## src/design/b58enc_pkg.sv

```systemverilog
// Shared types, constants and the character table of the base-58 encoder.
`timescale 1ns / 1ps
package b58enc_pkg;

   localparam int DIGIT_BITS = 6;
   localparam int CARRY_BITS = 8;
   localparam int LEN_BITS = 7;

   localparam logic [LEN_BITS-1:0] MAX_RESULTS = 7'd45;
   localparam logic [7:0] CHAR_ONE = 8'h31;

   // Reciprocal of 58 for the partial sum of one digit step.
   localparam int RECIP_58 = 1130;
   localparam int RECIP_SHIFT = 16;

   typedef enum logic [1:0] {
      STATUS_OK = 2'd0,
      STATUS_TOO_LONG = 2'd1,
      STATUS_NO_ROOM = 2'd2
   } status_type;

   typedef struct packed {
      logic [DIGIT_BITS-1:0] digit;
      logic [CARRY_BITS-1:0] carry;
   } digit_step_type;

   function automatic logic [7:0] b58_char(input logic [DIGIT_BITS-1:0] value);
      logic [DIGIT_BITS-1:0] v;
      logic [7:0] ch;
      v = (value >= 6'd58) ? value - 6'd58 : value;
      if (v < 6'd9) begin
         ch = 8'h31 + {2'b00, v};
      end else if (v < 6'd17) begin
         ch = 8'h41 + {2'b00, v - 6'd9};
      end else if (v < 6'd22) begin
         ch = 8'h4A + {2'b00, v - 6'd17};
      end else if (v < 6'd33) begin
         ch = 8'h50 + {2'b00, v - 6'd22};
      end else if (v < 6'd44) begin
         ch = 8'h61 + {2'b00, v - 6'd33};
      end else begin
         ch = 8'h6D + {2'b00, v - 6'd44};
      end
      return ch;
   endfunction

endpackage

```

## src/design/b58enc_ram.sv

```systemverilog
// Generic single-write, single-read RAM with a registered read port.
`timescale 1ns / 1ps
module b58enc_ram #(
   parameter int WIDTH = 6,
   parameter int DEPTH = 45
) (
   input  logic                     clock,
   input  logic                     wr_en,
   input  logic [$clog2(DEPTH)-1:0] wr_addr,
   input  logic [WIDTH-1:0]         wr_data,
   input  logic [$clog2(DEPTH)-1:0] rd_addr,
   output logic [WIDTH-1:0]         rd_data
);

   logic [WIDTH-1:0] mem [DEPTH];
   logic [WIDTH-1:0] rd_data_ff;

   always_ff @(posedge clock) begin
      if (wr_en) begin
         mem[wr_addr] <= wr_data;
      end
      rd_data_ff <= mem[rd_addr];
   end

   assign rd_data = rd_data_ff;

endmodule

```

## src/design/b58enc_div58.sv

```systemverilog
// One multiply-by-256-plus-carry step on a base-58 digit.
`timescale 1ns / 1ps
module b58enc_div58 (
   input  logic [b58enc_pkg::DIGIT_BITS-1:0] digit,
   input  logic [b58enc_pkg::CARRY_BITS-1:0] carry,
   output b58enc_pkg::digit_step_type        result
);
   import b58enc_pkg::*;

   // 256 * d = 4 * 58 * d + 24 * d, so only 24 * d + carry needs dividing.
   logic [10:0] partial;
   logic [20:0] product;
   logic [4:0]  quot_low;
   logic [10:0] remainder;

   assign partial = 11'(digit) * 11'd24 + 11'(carry);
   assign product = 21'(partial) * 21'(RECIP_58);
   assign quot_low = product[RECIP_SHIFT+4:RECIP_SHIFT];
   assign remainder = partial - 11'(quot_low) * 11'd58;

   assign result.digit = remainder[DIGIT_BITS-1:0];
   assign result.carry = {digit, 2'b00} + CARRY_BITS'(quot_low);

endmodule

```

## src/design/base58_encoder.sv

```systemverilog
// Base-58 encoder top level: byte intake, digit-store fold, and result emission.
// A leading zero byte or a byte past MAX_IN_BYTES is only counted; any other byte is folded
// into every stored digit, top index down, through the read-modify-write port of the store.
// After the final byte comes a too-long status, or, once the result is sized, a no-room status
// if it does not fit, else the leading '1's and the significant digits, held while rsp_ready is low.
// Reset is synchronous; the digit store reads as zero until the first pass of a string.
`timescale 1ns / 1ps
module base58_encoder #(
   parameter int MAX_IN_BYTES = 32,
   parameter int DIGIT_DEPTH = 45
) (
   input  logic       clock,
   input  logic       reset,
   input  logic       req_valid,
   output logic       req_ready,
   input  logic [7:0] req_in_byte,
   input  logic       req_is_last,
   output logic       rsp_valid,
   input  logic       rsp_ready,
   output logic [7:0] rsp_out_char,
   output logic [1:0] rsp_status,
   output logic [6:0] rsp_needed_length,
   output logic       rsp_last_out,
   input  logic       csr_wr_en,
   input  logic [6:0] csr_wr_data
);
   import b58enc_pkg::*;

   localparam int IW = $clog2(DIGIT_DEPTH);
   localparam int BW = $clog2(MAX_IN_BYTES + 2);
   localparam int LW = $clog2(MAX_IN_BYTES + 1);
   localparam logic [IW-1:0] TOP_INDEX = IW'(DIGIT_DEPTH - 1);
   localparam logic [BW-1:0] MAX_COUNT = BW'(MAX_IN_BYTES);

   typedef enum logic [2:0] {
      ST_IDLE,
      ST_FOLD,
      ST_FIN,
      ST_TOPCHK,
      ST_DECIDE,
      ST_ONES,
      ST_DRD,
      ST_DLD
   } state_type;

   state_type state_ff, state_in;
   logic [LEN_BITS-1:0]   cap_ff, cap_in;
   logic [LW-1:0]         lzc_ff, lzc_in;
   logic                  still_ff, still_in;
   logic [BW-1:0]         bc_ff, bc_in;
   logic [IW-1:0]         tt_ff, tt_in;
   logic                  fresh_ff, fresh_in;
   logic                  last_pend_ff, last_pend_in;
   logic [IW-1:0]         j_ff, j_in;
   logic [CARRY_BITS-1:0] carry_ff, carry_in;
   logic [IW-1:0]         k_ff, k_in;
   logic [LEN_BITS-1:0]   n_ff, n_in;
   logic [LEN_BITS-1:0]   need_ff, need_in;
   logic                  rsp_valid_ff, rsp_valid_in;
   logic [7:0]            rsp_char_ff, rsp_char_in;
   logic [1:0]            rsp_status_ff, rsp_status_in;
   logic [LEN_BITS-1:0]   rsp_need_ff, rsp_need_in;
   logic                  rsp_last_ff, rsp_last_in;

   logic                  ram_we;
   logic [IW-1:0]         ram_raddr;
   logic [DIGIT_BITS-1:0] ram_rdata;
   logic [DIGIT_BITS-1:0] digit_rd;
   digit_step_type        step;

   logic                  out_free;
   logic                  do_clear;
   logic                  load;
   logic [7:0]            load_char;
   status_type            load_status;
   logic [LEN_BITS-1:0]   load_need;
   logic                  load_last;
   logic [BW-1:0]         bc_next;
   logic [LEN_BITS-1:0]   sig;
   logic                  final_beat;

   b58enc_ram #(
      .WIDTH(DIGIT_BITS),
      .DEPTH(DIGIT_DEPTH)
   ) u_store (
      .clock  (clock),
      .wr_en  (ram_we),
      .wr_addr(j_ff),
      .wr_data(step.digit),
      .rd_addr(ram_raddr),
      .rd_data(ram_rdata)
   );

   b58enc_div58 u_step (
      .digit (digit_rd),
      .carry (carry_ff),
      .result(step)
   );

   assign digit_rd = fresh_ff ? '0 : ram_rdata;
   assign out_free = !rsp_valid_ff || rsp_ready;
   assign req_ready = (state_ff == ST_IDLE);
   assign bc_next = (bc_ff <= MAX_COUNT) ? bc_ff + BW'(1) : bc_ff;
   assign sig = (digit_rd != '0) ? LEN_BITS'(DIGIT_DEPTH) - LEN_BITS'(tt_ff) : '0;
   assign final_beat = (n_ff + LEN_BITS'(1) == need_ff);

   always_comb begin
      state_in = state_ff;
      cap_in = csr_wr_en ? csr_wr_data : cap_ff;
      lzc_in = lzc_ff;
      still_in = still_ff;
      bc_in = bc_ff;
      tt_in = tt_ff;
      fresh_in = fresh_ff;
      last_pend_in = last_pend_ff;
      j_in = j_ff;
      carry_in = carry_ff;
      k_in = k_ff;
      n_in = n_ff;
      need_in = need_ff;
      ram_we = 1'b0;
      ram_raddr = k_ff;
      do_clear = 1'b0;
      load = 1'b0;
      load_char = 8'd0;
      load_status = STATUS_OK;
      load_need = '0;
      load_last = 1'b0;

      case (state_ff)
         ST_IDLE: begin
            ram_raddr = TOP_INDEX;
            if (req_valid) begin
               bc_in = bc_next;
               last_pend_in = req_is_last;
               if (bc_next <= MAX_COUNT && !(still_ff && req_in_byte == 8'd0)) begin
                  still_in = 1'b0;
                  carry_in = req_in_byte;
                  j_in = TOP_INDEX;
                  state_in = ST_FOLD;
               end else begin
                  if (bc_next <= MAX_COUNT) begin
                     lzc_in = lzc_ff + LW'(1);
                  end
                  if (req_is_last) begin
                     state_in = ST_FIN;
                  end
               end
            end
         end
         ST_FOLD: begin
            ram_we = 1'b1;
            ram_raddr = (j_ff == '0) ? '0 : j_ff - IW'(1);
            carry_in = step.carry;
            if (step.digit != '0 && j_ff < tt_ff) begin
               tt_in = j_ff;
            end
            if (j_ff == '0) begin
               fresh_in = 1'b0;
               state_in = last_pend_ff ? ST_FIN : ST_IDLE;
            end else begin
               j_in = j_ff - IW'(1);
            end
         end
         ST_FIN: begin
            ram_raddr = tt_ff;
            if (bc_ff > MAX_COUNT) begin
               if (out_free) begin
                  load = 1'b1;
                  load_status = STATUS_TOO_LONG;
                  load_last = 1'b1;
                  do_clear = 1'b1;
                  state_in = ST_IDLE;
               end
            end else begin
               state_in = ST_TOPCHK;
            end
         end
         ST_TOPCHK: begin
            need_in = LEN_BITS'(lzc_ff) + sig;
            k_in = tt_ff;
            n_in = '0;
            state_in = ST_DECIDE;
         end
         ST_DECIDE: begin
            if (need_ff > cap_ff || need_ff > MAX_RESULTS) begin
               if (out_free) begin
                  load = 1'b1;
                  load_status = STATUS_NO_ROOM;
                  load_need = need_ff;
                  load_last = 1'b1;
                  do_clear = 1'b1;
                  state_in = ST_IDLE;
               end
            end else if (need_ff == '0) begin
               do_clear = 1'b1;
               state_in = ST_IDLE;
            end else if (lzc_ff != '0) begin
               state_in = ST_ONES;
            end else begin
               state_in = ST_DRD;
            end
         end
         ST_ONES: begin
            if (out_free) begin
               load = 1'b1;
               load_char = CHAR_ONE;
               load_last = final_beat;
               n_in = n_ff + LEN_BITS'(1);
               if (final_beat) begin
                  do_clear = 1'b1;
                  state_in = ST_IDLE;
               end else if (n_ff + LEN_BITS'(1) == LEN_BITS'(lzc_ff)) begin
                  state_in = ST_DRD;
               end
            end
         end
         ST_DRD: begin
            state_in = ST_DLD;
         end
         ST_DLD: begin
            if (out_free) begin
               load = 1'b1;
               load_char = b58_char(digit_rd);
               load_last = final_beat;
               n_in = n_ff + LEN_BITS'(1);
               if (final_beat) begin
                  do_clear = 1'b1;
                  state_in = ST_IDLE;
               end else begin
                  k_in = k_ff + IW'(1);
                  state_in = ST_DRD;
               end
            end
         end
         default: begin
            state_in = ST_IDLE;
         end
      endcase

      if (do_clear) begin
         lzc_in = '0;
         still_in = 1'b1;
         bc_in = '0;
         tt_in = TOP_INDEX;
         fresh_in = 1'b1;
      end

      rsp_valid_in = load ? 1'b1 : (rsp_valid_ff && !rsp_ready);
      rsp_char_in = load ? load_char : rsp_char_ff;
      rsp_status_in = load ? load_status : rsp_status_ff;
      rsp_need_in = load ? load_need : rsp_need_ff;
      rsp_last_in = load ? load_last : rsp_last_ff;
   end

   always_ff @(posedge clock) begin
      if (reset) begin
         state_ff <= ST_IDLE;
         cap_ff <= 7'd64;
         lzc_ff <= '0;
         still_ff <= 1'b1;
         bc_ff <= '0;
         tt_ff <= TOP_INDEX;
         fresh_ff <= 1'b1;
         last_pend_ff <= 1'b0;
         rsp_valid_ff <= 1'b0;
      end else begin
         state_ff <= state_in;
         cap_ff <= cap_in;
         lzc_ff <= lzc_in;
         still_ff <= still_in;
         bc_ff <= bc_in;
         tt_ff <= tt_in;
         fresh_ff <= fresh_in;
         last_pend_ff <= last_pend_in;
         rsp_valid_ff <= rsp_valid_in;
      end
      j_ff <= j_in;
      carry_ff <= carry_in;
      k_ff <= k_in;
      n_ff <= n_in;
      need_ff <= need_in;
      rsp_char_ff <= rsp_char_in;
      rsp_status_ff <= rsp_status_in;
      rsp_need_ff <= rsp_need_in;
      rsp_last_ff <= rsp_last_in;
   end

   assign rsp_valid = rsp_valid_ff;
   assign rsp_out_char = rsp_char_ff;
   assign rsp_status = rsp_status_ff;
   assign rsp_needed_length = rsp_need_ff;
   assign rsp_last_out = rsp_last_ff;

endmodule
```

## config.mk

```make
export PLATFORM = sky130hd
export DESIGN_NAME = base58_encoder
export DESIGN_NICKNAME = d
export VERILOG_FILES = /design/src/design/b58enc_pkg.sv /design/src/design/b58enc_ram.sv /design/src/design/b58enc_div58.sv /design/src/design/base58_encoder.sv
export SDC_FILE = /design/constraint.sdc
export NUM_CORES = 1
export LEC_CHECK = 0
export BUFFER_PORTS_ARGS = -buffer_cell sky130_fd_sc_hd__buf_2
export CORE_MARGIN = 2
export CORE_UTILIZATION = 45
export CTS_CLUSTER_SIZE = 28
export DETAILED_ROUTE_END_ITERATION = 7
export SLEW_MARGIN = 40
export SYNTH_ARGS = -nofsm -noshare
export SYNTH_HDL_FRONTEND = slang
export SYNTH_SLANG_ARGS = --single-unit
```

## constraint.sdc

```tcl
create_clock -name clock -period 16.3 [get_ports clock]
set_input_delay 1.63 -clock clock [delete_from_list [all_inputs] [get_ports clock]]
set_output_delay 1.63 -clock clock [all_outputs]
set_load 0.005 [all_outputs]
```

==> impl_summary.md, run 1 <==
Min path
The path with the worst hold slack has its endpoint at last_pend_ff$_SDFFE_PP0P_. The startpoint of the lowest-slack hold path is last_pend_ff$_SDFFE_PP0P_. The instance count along the most critical hold path is 2. The worst min-delay path class is reg2reg.

Detailed routing
The post-detailed-route DRC marker count is 0. For this block, the initial DRC count from the detailed router was roughly 1,100. The via total after detailed routing is about 13,000. The average wire per standard cell is around 19 µm. The number of nets still failing antenna checks after routing is 0.

The sum of routed wire length over all layers is about 45,000 µm. After detailed routing, the number of vias per cell comes to between 5 and 6. The first-pass iteration count of the detailed router is 5.

CTS
The clock reaches the later pin of the worst-skew pair after 0.55 ns. The clock input transition at the sequential cells of the worst setup and hold paths is ~0.060 ns. The root buffer cell chosen for the clock tree is sky130_fd_sc_hd__clkbuf_16. CTS saw 360 sinks. TritonCTS created 40 clock buffers. The TritonCTS clock tree is yes. Post-CTS repair changed the size of 0 cells. In this run the deepest clock path goes through 3 buffers. For this design, the CTS-stage hold fixing added 0 buffers. The post-CTS setup repair buffer count is 0. The clock tree synthesis step divided the H-tree into 2 levels.

Yosys
The number of synthesis warnings is 0. The largest total area in the synthesized netlist belongs to sky130_fd_sc_hd__edfxtp_1. After synthesis the netlist holds a flip-flop and latch count of 360. The post-synthesis cell count is approximately 1,800. For this run, asynchronously set or reset flops after synthesis account for 0%.

Of the post-synthesis cell area, the dominant cell type holds about half. A synthesized cell averages between 10 and 15 µm². After synthesis, the netlist uses 75 different library cells. The synthesized design contains about 320 enable-type register cells. In this run the cell area of the synthesized design comes to 0.0194 mm². Yosys attributes the largest share of cell area to sky130_fd_sc_hd__edfxtp_1 50%, sky130_fd_sc_hd__ha_1 8.0%, sky130_fd_sc_hd__dfxtp_1 3.9%, sky130_fd_sc_hd__nand2_1 3.9%, sky130_fd_sc_hd__a211oi_1 3.8%. The predominant post-synthesis flop cell is sky130_fd_sc_hd__edfxtp_1. The number of nets in the synthesized netlist is between 1,500 and 2,000.

For this run, the register share of the synthesized area comes to ~54%.

STA
The worst clock skew is between 0.02 and 0.025 ns. The final sum of negative setup slack is 0 ns. Once routing completed, OpenROAD measured the worst setup slack at 5.59 ns.

The worst slew margin relative to its limit is 48.0%. The final count of pins violating max slew is 0. The smallest clock period supported by the final layout is computed as between 10 and 15 ns. Dividing the final minimum period by the clock period gives 65.7%. The actual transition at the worst max-transition pin is 0.772 ns. Final hold analysis gives a worst-case slack of 0.472 ns. The timing-limited maximum frequency is a little over 0.09 GHz. Setup repair after global routing left no endpoint under its margin. Setup violations remaining at the end of the flow were counted as 0. The number of failing hold endpoints at the final stage is 0.

Finish
Counting the fill cells in the layout gives around 3,800. After the last flow step, the layout net total stands at approximately 1,900. The combined flip-flop and latch cell area is approximately 0.010 mm². The repair_antennas step left the layout with diodes totalling 0. The post-route netlist has 8.32% of its cells at a drive strength greater than 1. The area growth from synthesis to layout is 10.5%. The multi-input gate area in the final layout is between 0.008 and 0.009 mm². Measured on the finished design, the core utilization comes to between 50 and 60%.

Floorplanning
41 I/O pins were placed. The die is 212 µm wide. The floorplan has 76 rows. The overall die height is 212 µm. The effective utilization at floorplan is between 40% and 50%. The total core area is around 0.043 mm². The floorplan step defined a die boundary enclosing 0.0448 mm².

Setup path
Across all register-to-register paths, the minimum setup slack is approximately 5.6 ns. The kind of end point of the critical path is a register. For this run, the slowest stage of the critical path takes about 0.68 ns. Along the worst path, the maximum fanout reaches 46.

The reg-to-reg endpoint is tt_ff[5]$_SDFFE_PP1P_. The data arrival time of the critical path is between 10 and 15 ns. The worst setup path is of the reg2reg kind. The slowest stage of the critical path belongs to the cell sky130_fd_sc_hd__o41ai_4. The depth of the worst register-to-register path is between 40 and 50. Counting stages on the worst path, the most repeated cell is sky130_fd_sc_hd__ha_1. The startpoint identified for the worst register-to-register timing path is u_store.rd_data[2]$_DFF_P_.

STA puts the critical path data required time at about 17 ns. The startpoint type of the worst setup path is a register.

GRT
The all-layer global routing usage is roughly a fifth. The number of antenna violations at the first check in global routing came to 0. The pin count of the biggest net entering global routing is 92. The first global-routing pass estimated about 73,000 µm of wire. The via count of the first global-routing pass is roughly 13,000. The residual overflow from global routing is 0.

Run status
The flow ran to the end, and the final reports show no timing, DRC or antenna violations.

Place
Summed over all nets, the half-perimeter wirelength after detailed placement is between 20,000 and 30,000 µm. Prior to clock tree synthesis, the placed netlist has a worst setup slack of 5.50 ns. In this run the tool buffered the top-level ports with 40 buffer cells. The last weighted congestion value of the routability-driven placer is between 0.8 and 0.9.

Job
Across the run, the number of max-cap violations was 0.
worst max-delay path, delay by kind of cell (launching register included):
kind                       cells  cell delay [ns]
adders and majority gates     13             4.14
muxes                          1             0.37
buffers and inverters          5             0.46
and+or+nand+nor                5             1.26
AOI/OAI and AO/OA             13             2.57
xor gates and xnor gates       4             1.34
DFF                            1             0.47
kinds of logic (layout without fill, tap and decap cells):
logic type                 Yosys count  in the layout  share of synthesized area, %
and+or+nand+nor                    552            552                          13.1
xor gates and xnor gates            81             81                          3.83
buffers and inverters              188            229                          3.71
DFF                                360            360                          53.8
adders and majority gates          148            148                          10.3
AOI/OAI and AO/OA                  400            400                          14.2
muxes                               21             21                          1.12
synthesized netlist by cell type (13+ instances only):
cell type / instances
sky130_fd_sc_hd__edfxtp_1: 322
sky130_fd_sc_hd__nand2_1: 202
sky130_fd_sc_hd__nor2_1: 145
sky130_fd_sc_hd__ha_1: 124
sky130_fd_sc_hd__a211oi_1: 99
sky130_fd_sc_hd__inv_1: 95
sky130_fd_sc_hd__a21oi_1: 87
sky130_fd_sc_hd__clkbuf_1: 76
sky130_fd_sc_hd__and2_1: 63
sky130_fd_sc_hd__xnor2_1: 49
sky130_fd_sc_hd__o21ai_0: 46
sky130_fd_sc_hd__nand3_1: 40
sky130_fd_sc_hd__dfxtp_1: 38
sky130_fd_sc_hd__a311oi_1: 36
sky130_fd_sc_hd__a31oi_1: 35
sky130_fd_sc_hd__xor2_1: 30
sky130_fd_sc_hd__fa_1: 21
sky130_fd_sc_hd__mux2i_1: 18
sky130_fd_sc_hd__nand2b_1: 18
sky130_fd_sc_hd__nor3_1: 16
sky130_fd_sc_hd__and2_0: 15
sky130_fd_sc_hd__a21o_1: 13
sky130_fd_sc_hd__nand4_1: 13
worst max-delay path by stage:
| stage | startpoint | end | slack [ns] |
|---|---|---|---|
| after floorplan | fresh_ff$_SDFFE_PP1P_ | tt_ff[2]$_SDFFE_PP1P_ | 6.57 |
| after global placement | u_store.rd_data[2]$_DFF_P_ | tt_ff[3]$_SDFFE_PP1P_ | 5.73 |
| after detailed placement | u_store.rd_data[2]$_DFF_P_ | tt_ff[5]$_SDFFE_PP1P_ | 5.50 |
| after CTS | u_store.rd_data[2]$_DFF_P_ | tt_ff[5]$_SDFFE_PP1P_ | 5.49 |
| after global routing | u_store.rd_data[2]$_DFF_P_ | tt_ff[5]$_SDFFE_PP1P_ | 4.74 |
| final | u_store.rd_data[2]$_DFF_P_ | tt_ff[5]$_SDFFE_PP1P_ | 5.59 |
routing by layer:
layer,global-route usage [%],share of wire [%]
met1,28.9,46
met2,34.0,47
met3,2.49,4.8
met4,5.83,2.5
met5,0,0
area by class of cell:
type                    count  area share [%]
inverters                  96            1.68
clock buffers              50            4.89
multi-input cells        1202            39.0
flip-flops and latches    360            48.6
repair buffers             59            1.66
clock inverters            24           0.940
well taps                 546            3.19
flip-flops by register name, indices dropped and copies added, names as in the netlist, 7 cells and up:
| signal | count |
|---|---|
| u_store.mem | 270 |
| carry_ff | 8 |
| rsp_out_char | 8 |
| cap_ff | 7 |
| n_ff | 7 |
| need_ff | 7 |
| rsp_needed_length | 7 |
stage by stage:
| step | cell area [µm²] | instances |
|---|---|---|
| floorplan | 19400 | 1750 |
| global placement | 20100 | 2261 |
| detailed placement | 20200 | 2262 |
| CTS | 21400 | 2336 |
| global route | 21400 | 2337 |
| finish | 21400 | 2337 |
cells in the final DEF, fill, tap and decap left out, types with 12 or more instances in the layout:
master,n
sky130_fd_sc_hd__nand2_1,201
sky130_fd_sc_hd__clkbuf_16,40
sky130_fd_sc_hd__and2_0,15
sky130_fd_sc_hd__and2_1,63
sky130_fd_sc_hd__a31oi_1,34
sky130_fd_sc_hd__mux2i_1,18
sky130_fd_sc_hd__inv_1,95
sky130_fd_sc_hd__xor2_1,28
sky130_fd_sc_hd__nand4_1,13
sky130_fd_sc_hd__nand2b_1,17
sky130_fd_sc_hd__nor2_1,145
sky130_fd_sc_hd__buf_2,41
sky130_fd_sc_hd__nand3_1,40
sky130_fd_sc_hd__xnor2_1,47
sky130_fd_sc_hd__a21oi_1,86
sky130_fd_sc_hd__edfxtp_1,322
sky130_fd_sc_hd__a311oi_1,36
sky130_fd_sc_hd__a211oi_1,99
sky130_fd_sc_hd__o21ai_0,44
sky130_fd_sc_hd__ha_1,124
sky130_fd_sc_hd__dfxtp_1,38
sky130_fd_sc_hd__buf_4,14
sky130_fd_sc_hd__nor3_1,15
sky130_fd_sc_hd__a21o_1,12
sky130_fd_sc_hd__fa_1,20
Power of run 1 is not shown: default switching activity piles up to over one toggle a cycle in this logic, so the estimate is an artifact.
==> run 2: changes to the inputs <==
clock period = 9 ns   (was 16.3 ns; I/O delays follow)
==> run 2 against run 1 <==
  * Flip-flop and latch count did not move
  * Cell count rose by 1.5%
  * Highest routed layer unchanged
  * First-iteration DRC count fell by 22%
  * Non-clock buffer count rose by 41
  * Maximum frequency rose by 24%
==> impl_summary.md, run 2 (synthesis gave the netlist of run 1 again) <==
STA
The worst slack on hold paths is 0.473 ns (+0.00127 ns). The worst clock skew is 0.0206 ns (-0.00126 ns). The number of failing hold endpoints at the final stage is 0 (unchanged). The final count of pins violating max slew was 0 (unchanged). The minimum clock period was 8.65 ns (-2.06 ns). The final-report setup violation count is 0 (unchanged). The actual transition at the worst max-transition pin is 0.818 ns (+0.0458 ns).

The worst slew margin relative to its limit was 45.3% (-2.7 points). The timing-limited maximum frequency is 0.116 GHz (+24%). The post-route clock period utilization came to 96.1% (+30 points).

Setup path
The largest driver fanout on the critical path is 6 (-87%). The kind of end point of the critical path is a register. The data arrival time of the critical path is 9.09 ns (-2.05 ns).

The critical path in this run is classified as reg2reg. The required time at the endpoint of the critical path came to 9.44 ns (-7.30 ns). The slowest cell on the critical path is sky130_fd_sc_hd__fa_1. The most prevalent standard cell on the critical path is sky130_fd_sc_hd__ha_4. The startpoint type of the worst setup path is a register. The delay contributed by the slowest stage of the critical path came to 0.52 ns (-0.16 ns).

Floorplanning
The width of the die came to 212 µm (unchanged). The cell row count is 76 (unchanged). The effective utilization at floorplan is 45.3% (unchanged). The overall die height is 212 µm (unchanged). The area of the die is 0.0448 mm² (unchanged). The I/O pin count is 41 (unchanged). The total core area is 0.0428 mm² (unchanged).

Place
The last weighted congestion value of the routability-driven placer is 0.889 (-0.89%). The cell area after placement is 0.0204 mm² (+1.3%). The post-placement cell count is 2,283 (+0.93%). The count of port buffers added during placement was 40 (unchanged).

The total half-perimeter wirelength after legalization and detailed placement was 30,300 µm (+2.0%).

Detailed routing
The sum of routed wire length over all layers is 45,400 µm (+0.78%). The number of DRC markers after the initial detailed-route iteration was 860 (-22%). The post-detailed-route DRC marker count is 0 (unchanged).

The via total after detailed routing is 13,402 (+0.61%). The average wire per standard cell is 19.1 µm (-0.75%). The number of nets still failing antenna checks after routing came to 0 (unchanged). The first-pass iteration count of the detailed router was 5 (unchanged). The detail-routed via count per cell is 5.65 (-0.92%).

CTS
The root buffer cell is sky130_fd_sc_hd__clkbuf_16. The sink count of the clock tree is 360 (unchanged). The count of hold-fix buffers inserted at cts was 0 (unchanged).

The insertion delay of the later-clocked pin in the worst-skew pair came to 0.56 ns (about the same). The number of buffers on the longest clock path is 3 (unchanged). The level count of the clock H-tree is 2 (unchanged). The number of buffers inserted during clock tree synthesis came to 39 (-2.5%). The clock input transition at the sequential cells of the worst setup and hold paths is 0.06 ns (about the same). TritonCTS built the clock tree.

Finish
Leaving out fill and tap cells, the most frequent cell in the layout is sky130_fd_sc_hd__edfxtp_1. The post-route core utilization was 51.5% (+1.4 points). The antenna cell count is 0 (unchanged). The final layout net count is 1,965 (+2.1%). The top cell types in the final layout, fill and taps aside, are 322 x sky130_fd_sc_hd__edfxtp_1, 202 x sky130_fd_sc_hd__nand2_1, 142 x sky130_fd_sc_hd__nor2_1. The area growth from synthesis to layout is 13.6%. The share of layout cells above drive strength 1 is 12.1% (+3.8 points). The post-route non-filler standard cell count is 2,373 (+1.5%). The flip-flop count of the largest register, all copies and words added is 270 (unchanged). The summed area of non-filler cells in the final layout is 0.0220 mm² (+2.8%). The register with the most flip-flops is u_store.mem.

Run status
The run finished with clean final reports.

Min path
The worst min-delay path class is reg2reg.

GRT
The wire length of the first global-routing pass is 71,800 µm (-1.3%). The pin count of the biggest net entering global routing is 89 (-3.3%). The via count of the first global-routing pass is 13,061 (+0.10%). The all-layer global routing usage is 20.5% (-0.15 points). The number of antenna violations at the first check in global routing is 0 (unchanged). The residual overflow from global routing is 0 (unchanged).

Job
The number of max-cap violations is 0 (unchanged).
## run 2: final timing paths
| kind | endpoint | cells past startpoint | startpoint | slack [ns] |
|---|---|---|---|---|
| worst min register to register | last_pend_ff$_SDFFE_PP0P_ | 2 | last_pend_ff$_SDFFE_PP0P_ | 0.47 |
| worst min-delay path | last_pend_ff$_SDFFE_PP0P_ | 2 | last_pend_ff$_SDFFE_PP0P_ | 0.47 |
| worst max register to register | tt_ff[3]$_SDFFE_PP1P_ | 41 | fresh_ff$_SDFFE_PP1P_ | 0.35 |
| worst max-delay path | tt_ff[3]$_SDFFE_PP1P_ | 41 | fresh_ff$_SDFFE_PP1P_ | 0.35 |
## run 2: metrics by stage
stage | setup slack (ns) | setup TNS [ns]
6_report | 0.347 | 0
5_1_grt | -0.0621 | -0.204
4_1_cts | 0.0261 | 0
3_5_place_dp | -0.00794 | -0.00992
3_3_place_gp | 0.156 | 0
2_1_floorplan | 0.0179 | 0
## run 2: final cells by class
class / instances / area, µm²
fill: 3764 / 20800
sequential: 360 / 10400
multi-input combinational: 1202 / 8620
clock buffer: 50 / 1020
timing repair buffer: 100 / 698
tap: 546 / 683
inverter: 96 / 365
clock inverter: 19 / 211
## run 2: what timing repair did
| action | 4_1_cts | 5_1_grt |
|---|---|---|
| endpoints found under the setup margin | 5 | 51 |
| buffers inserted | 9 | 10 |
| gates resized for setup | 2 | 45 |
| gates cloned | 0 | 1 |
| pin swaps | 2 | 25 |
## run 2: critical path, delay by kind of cell (launching register included)
family,cells,cell delay (ns)
simple gates,6,0.98
buf+inv,6,0.46
flops,1,0.37
mux,1,0.34
compound gates,11,1.83
fa+ha+maj,13,3.66
xor+xnor,4,0.90
## run 2: layer usage
layer | up-vias | GRT usage [%] | part of all wire, %
li1 | 6511 | - | -
met1 | 6543 | 28.3 | 46
met2 | 285 | 34.2 | 48
met3 | 63 | 3.03 | 4.1
met4 | 0 | 5.15 | 2.1
met5 | - | 0 | 0
Power of run 2 is left out for the same reason.
==> run 3: changes to the inputs <==
CTS_BUF_LIST = sky130_fd_sc_hd__clkbuf_16   (was unset)
==> run 3 against run 2 <==
  * Sequential share of layout area unchanged
  * Maximum frequency about the same
  * Hold slack unchanged
  * Non-clock buffer count unchanged
  * Count of clock-buffer cells in the layout decreased by 11
  * Register-to-register slack about the same
==> impl_summary.md, run 3 (synthesis gave the netlist of run 1 again) <==
Setup path
The critical path is of the reg2reg type. The required time at the endpoint of the critical path came to 9.44 ns (about the same). The delay contributed by the slowest stage of the critical path came to 0.52 ns (about the same). The worst setup path is launched from a register. Among all stages on the critical path, the largest delay is contributed by sky130_fd_sc_hd__fa_1. The most prevalent standard cell on the critical path is sky130_fd_sc_hd__ha_4. The data arrival time of the critical path is 9.09 ns (about the same). The depth of the worst register-to-register path is 41 (unchanged). The largest driver fanout on the critical path came to 6 (unchanged). STA classifies the critical path endpoint as a register.

Min path
The worst min-delay path class is reg2reg. The instance count along the most critical hold path was 2 (unchanged).

Finish
The share of layout cells above drive strength 1 is 12.1% (unchanged). The top cell types in the final layout, fill and taps aside, are 322 x sky130_fd_sc_hd__edfxtp_1, 202 x sky130_fd_sc_hd__nand2_1, 142 x sky130_fd_sc_hd__nor2_1. The antenna cell count is 0 (unchanged). The final-layout fill cell count was 3,764 (unchanged). The flip-flop count of the largest register, all copies and words added is 270 (unchanged). The post-route core utilization is 51.5% (unchanged). The most common library cell in the layout ignoring fill and taps is sky130_fd_sc_hd__edfxtp_1.

The final layout net count is 1,965 (unchanged). The register with the most flip-flops is u_store.mem. The area growth from synthesis to layout was 13.6% (unchanged).

STA
The final count of pins violating max slew is 0 (unchanged). The post-route clock period utilization came to 96.1% (about the same). The actual transition at the worst max-transition pin is 0.817 ns (-0.00182 ns). The minimum clock period is 8.65 ns (-0.0000580 ns).

The worst slew margin relative to its limit is 45.4% (+0.12 points). The number of failing hold endpoints at the final stage is 0 (unchanged). The timing-limited maximum frequency is 0.116 GHz (about the same). The final-report setup violation count is 0 (unchanged).

The worst clock skew is 0.0211 ns (+0.000491 ns).

Floorplanning
The cell row count came to 76 (unchanged). The total core area is 0.0428 mm² (unchanged). The width of the die is 212 µm (unchanged). The overall die height was 212 µm (unchanged).

The area of the die is 0.0448 mm² (unchanged). The I/O pin count is 41 (unchanged). The effective utilization at floorplan is 45.3% (unchanged).

Detailed routing
The average wire per standard cell is 19.1 µm (about the same). The post-detailed-route DRC marker count is 0 (unchanged). The sum of routed wire length over all layers is 45,300 µm (about the same). The via total after detailed routing is 13,389 (-0.097%). The first-pass iteration count of the detailed router is 5 (unchanged).

The number of nets still failing antenna checks after routing is 0 (unchanged). The number of DRC markers after the initial detailed-route iteration is 862 (+0.23%). The detail-routed via count per cell came to 5.64 (about the same).

CTS
The sink count of the clock tree is 360 (unchanged). The level count of the clock H-tree is 2 (unchanged). The number of buffers on the longest clock path is 3 (unchanged). The number of buffers inserted during clock tree synthesis was 39 (unchanged). The count of hold-fix buffers inserted at cts is 0 (unchanged).

The insertion delay of the later-clocked pin in the worst-skew pair is 0.56 ns (about the same). TritonCTS built the clock tree. The root buffer cell is sky130_fd_sc_hd__clkbuf_16. The clock input transition at the sequential cells of the worst setup and hold paths is 0.06 ns (about the same).

Run status
The flow ran to the end, and the final reports show no timing, DRC or antenna violations.

GRT
The number of antenna violations at the first check in global routing was 0 (unchanged). The residual overflow from global routing is 0 (unchanged). The wire length of the first global-routing pass is 71,800 µm (unchanged).

The all-layer global routing usage is 20.5% (unchanged). The via count of the first global-routing pass is 13,061 (unchanged). The pin count of the biggest net entering global routing is 89 (unchanged).

Job
The number of max-cap violations is 0 (unchanged).

Place
The count of port buffers added during placement is 40 (unchanged). The last weighted congestion value of the routability-driven placer is 0.889 (unchanged). The total half-perimeter wirelength after legalization and detailed placement came to 30,300 µm (unchanged).
## run 3: final timing paths
path,from,to,slack [ns]
setup / recovery,fresh_ff$_SDFFE_PP1P_,tt_ff[3]$_SDFFE_PP1P_,0.35
hold reg to reg,last_pend_ff$_SDFFE_PP0P_,last_pend_ff$_SDFFE_PP0P_,0.47
hold / removal,last_pend_ff$_SDFFE_PP0P_,last_pend_ff$_SDFFE_PP0P_,0.47
setup reg to reg,fresh_ff$_SDFFE_PP1P_,tt_ff[3]$_SDFFE_PP1P_,0.35
## run 3: area by class of cell
| type | count | area [µm²] | area share [%] |
|---|---|---|---|
| Tap cell | 546 | 683 | 3.10 |
| Inverter | 96 | 365 | 1.66 |
| Timing Repair Buffer | 100 | 698 | 3.17 |
| Sequential cell | 360 | 10400 | 47.4 |
| Clock inverter | 30 | 253 | 1.15 |
| Multi-Input combinational cell | 1202 | 8620 | 39.1 |
| Clock buffer | 39 | 976 | 4.43 |
## run 3: per-stage QoR
stage,TNS (ns),std cells,hold slack (ns),worst slack [ns],cell area [µm²]
floorplan,0,1750,0.433,0.0179,19500
global placement,0,2279,0.446,0.156,20400
detailed placement,-0.00992,2283,0.459,-0.00794,20400
CTS,0,2361,0.468,0.0261,21700
global route,-0.205,2373,0.517,-0.0625,22000
finish,0,2373,0.473,0.347,22000
## run 3: critical path, delay by kind of cell, from the launching register on
family / cells / cell delay, ns
xor+xnor: 4 / 0.90
fa+ha+maj: 13 / 3.66
mux: 1 / 0.34
simple gates: 6 / 0.98
buf+inv: 6 / 0.46
compound gates: 11 / 1.83
flops: 1 / 0.37
## run 3: per-layer routing
| metal | vias to the layer above | part of all wire [%] | track usage, % | wire, µm |
|---|---|---|---|---|
| met4 | 0 | 2.1 | 5.15 | 952 |
| met3 | 61 | 4.1 | 3.03 | 1860 |
| met2 | 273 | 48 | 34.2 | 21700 |
| met5 | - | 0 | 0 | 0 |
| met1 | 6543 | 46 | 28.3 | 20900 |
| li1 | 6512 | - | - | - |
## run 3: timing repair
item,4_1_cts,5_1_grt
cloned,0,1
buffers inserted,9,10
pin swaps,2,25
hold endpoints to repair,0,0
setup endpoints to repair,5,51
gates resized for setup,2,45
Power of run 3 is left out for the same reason.
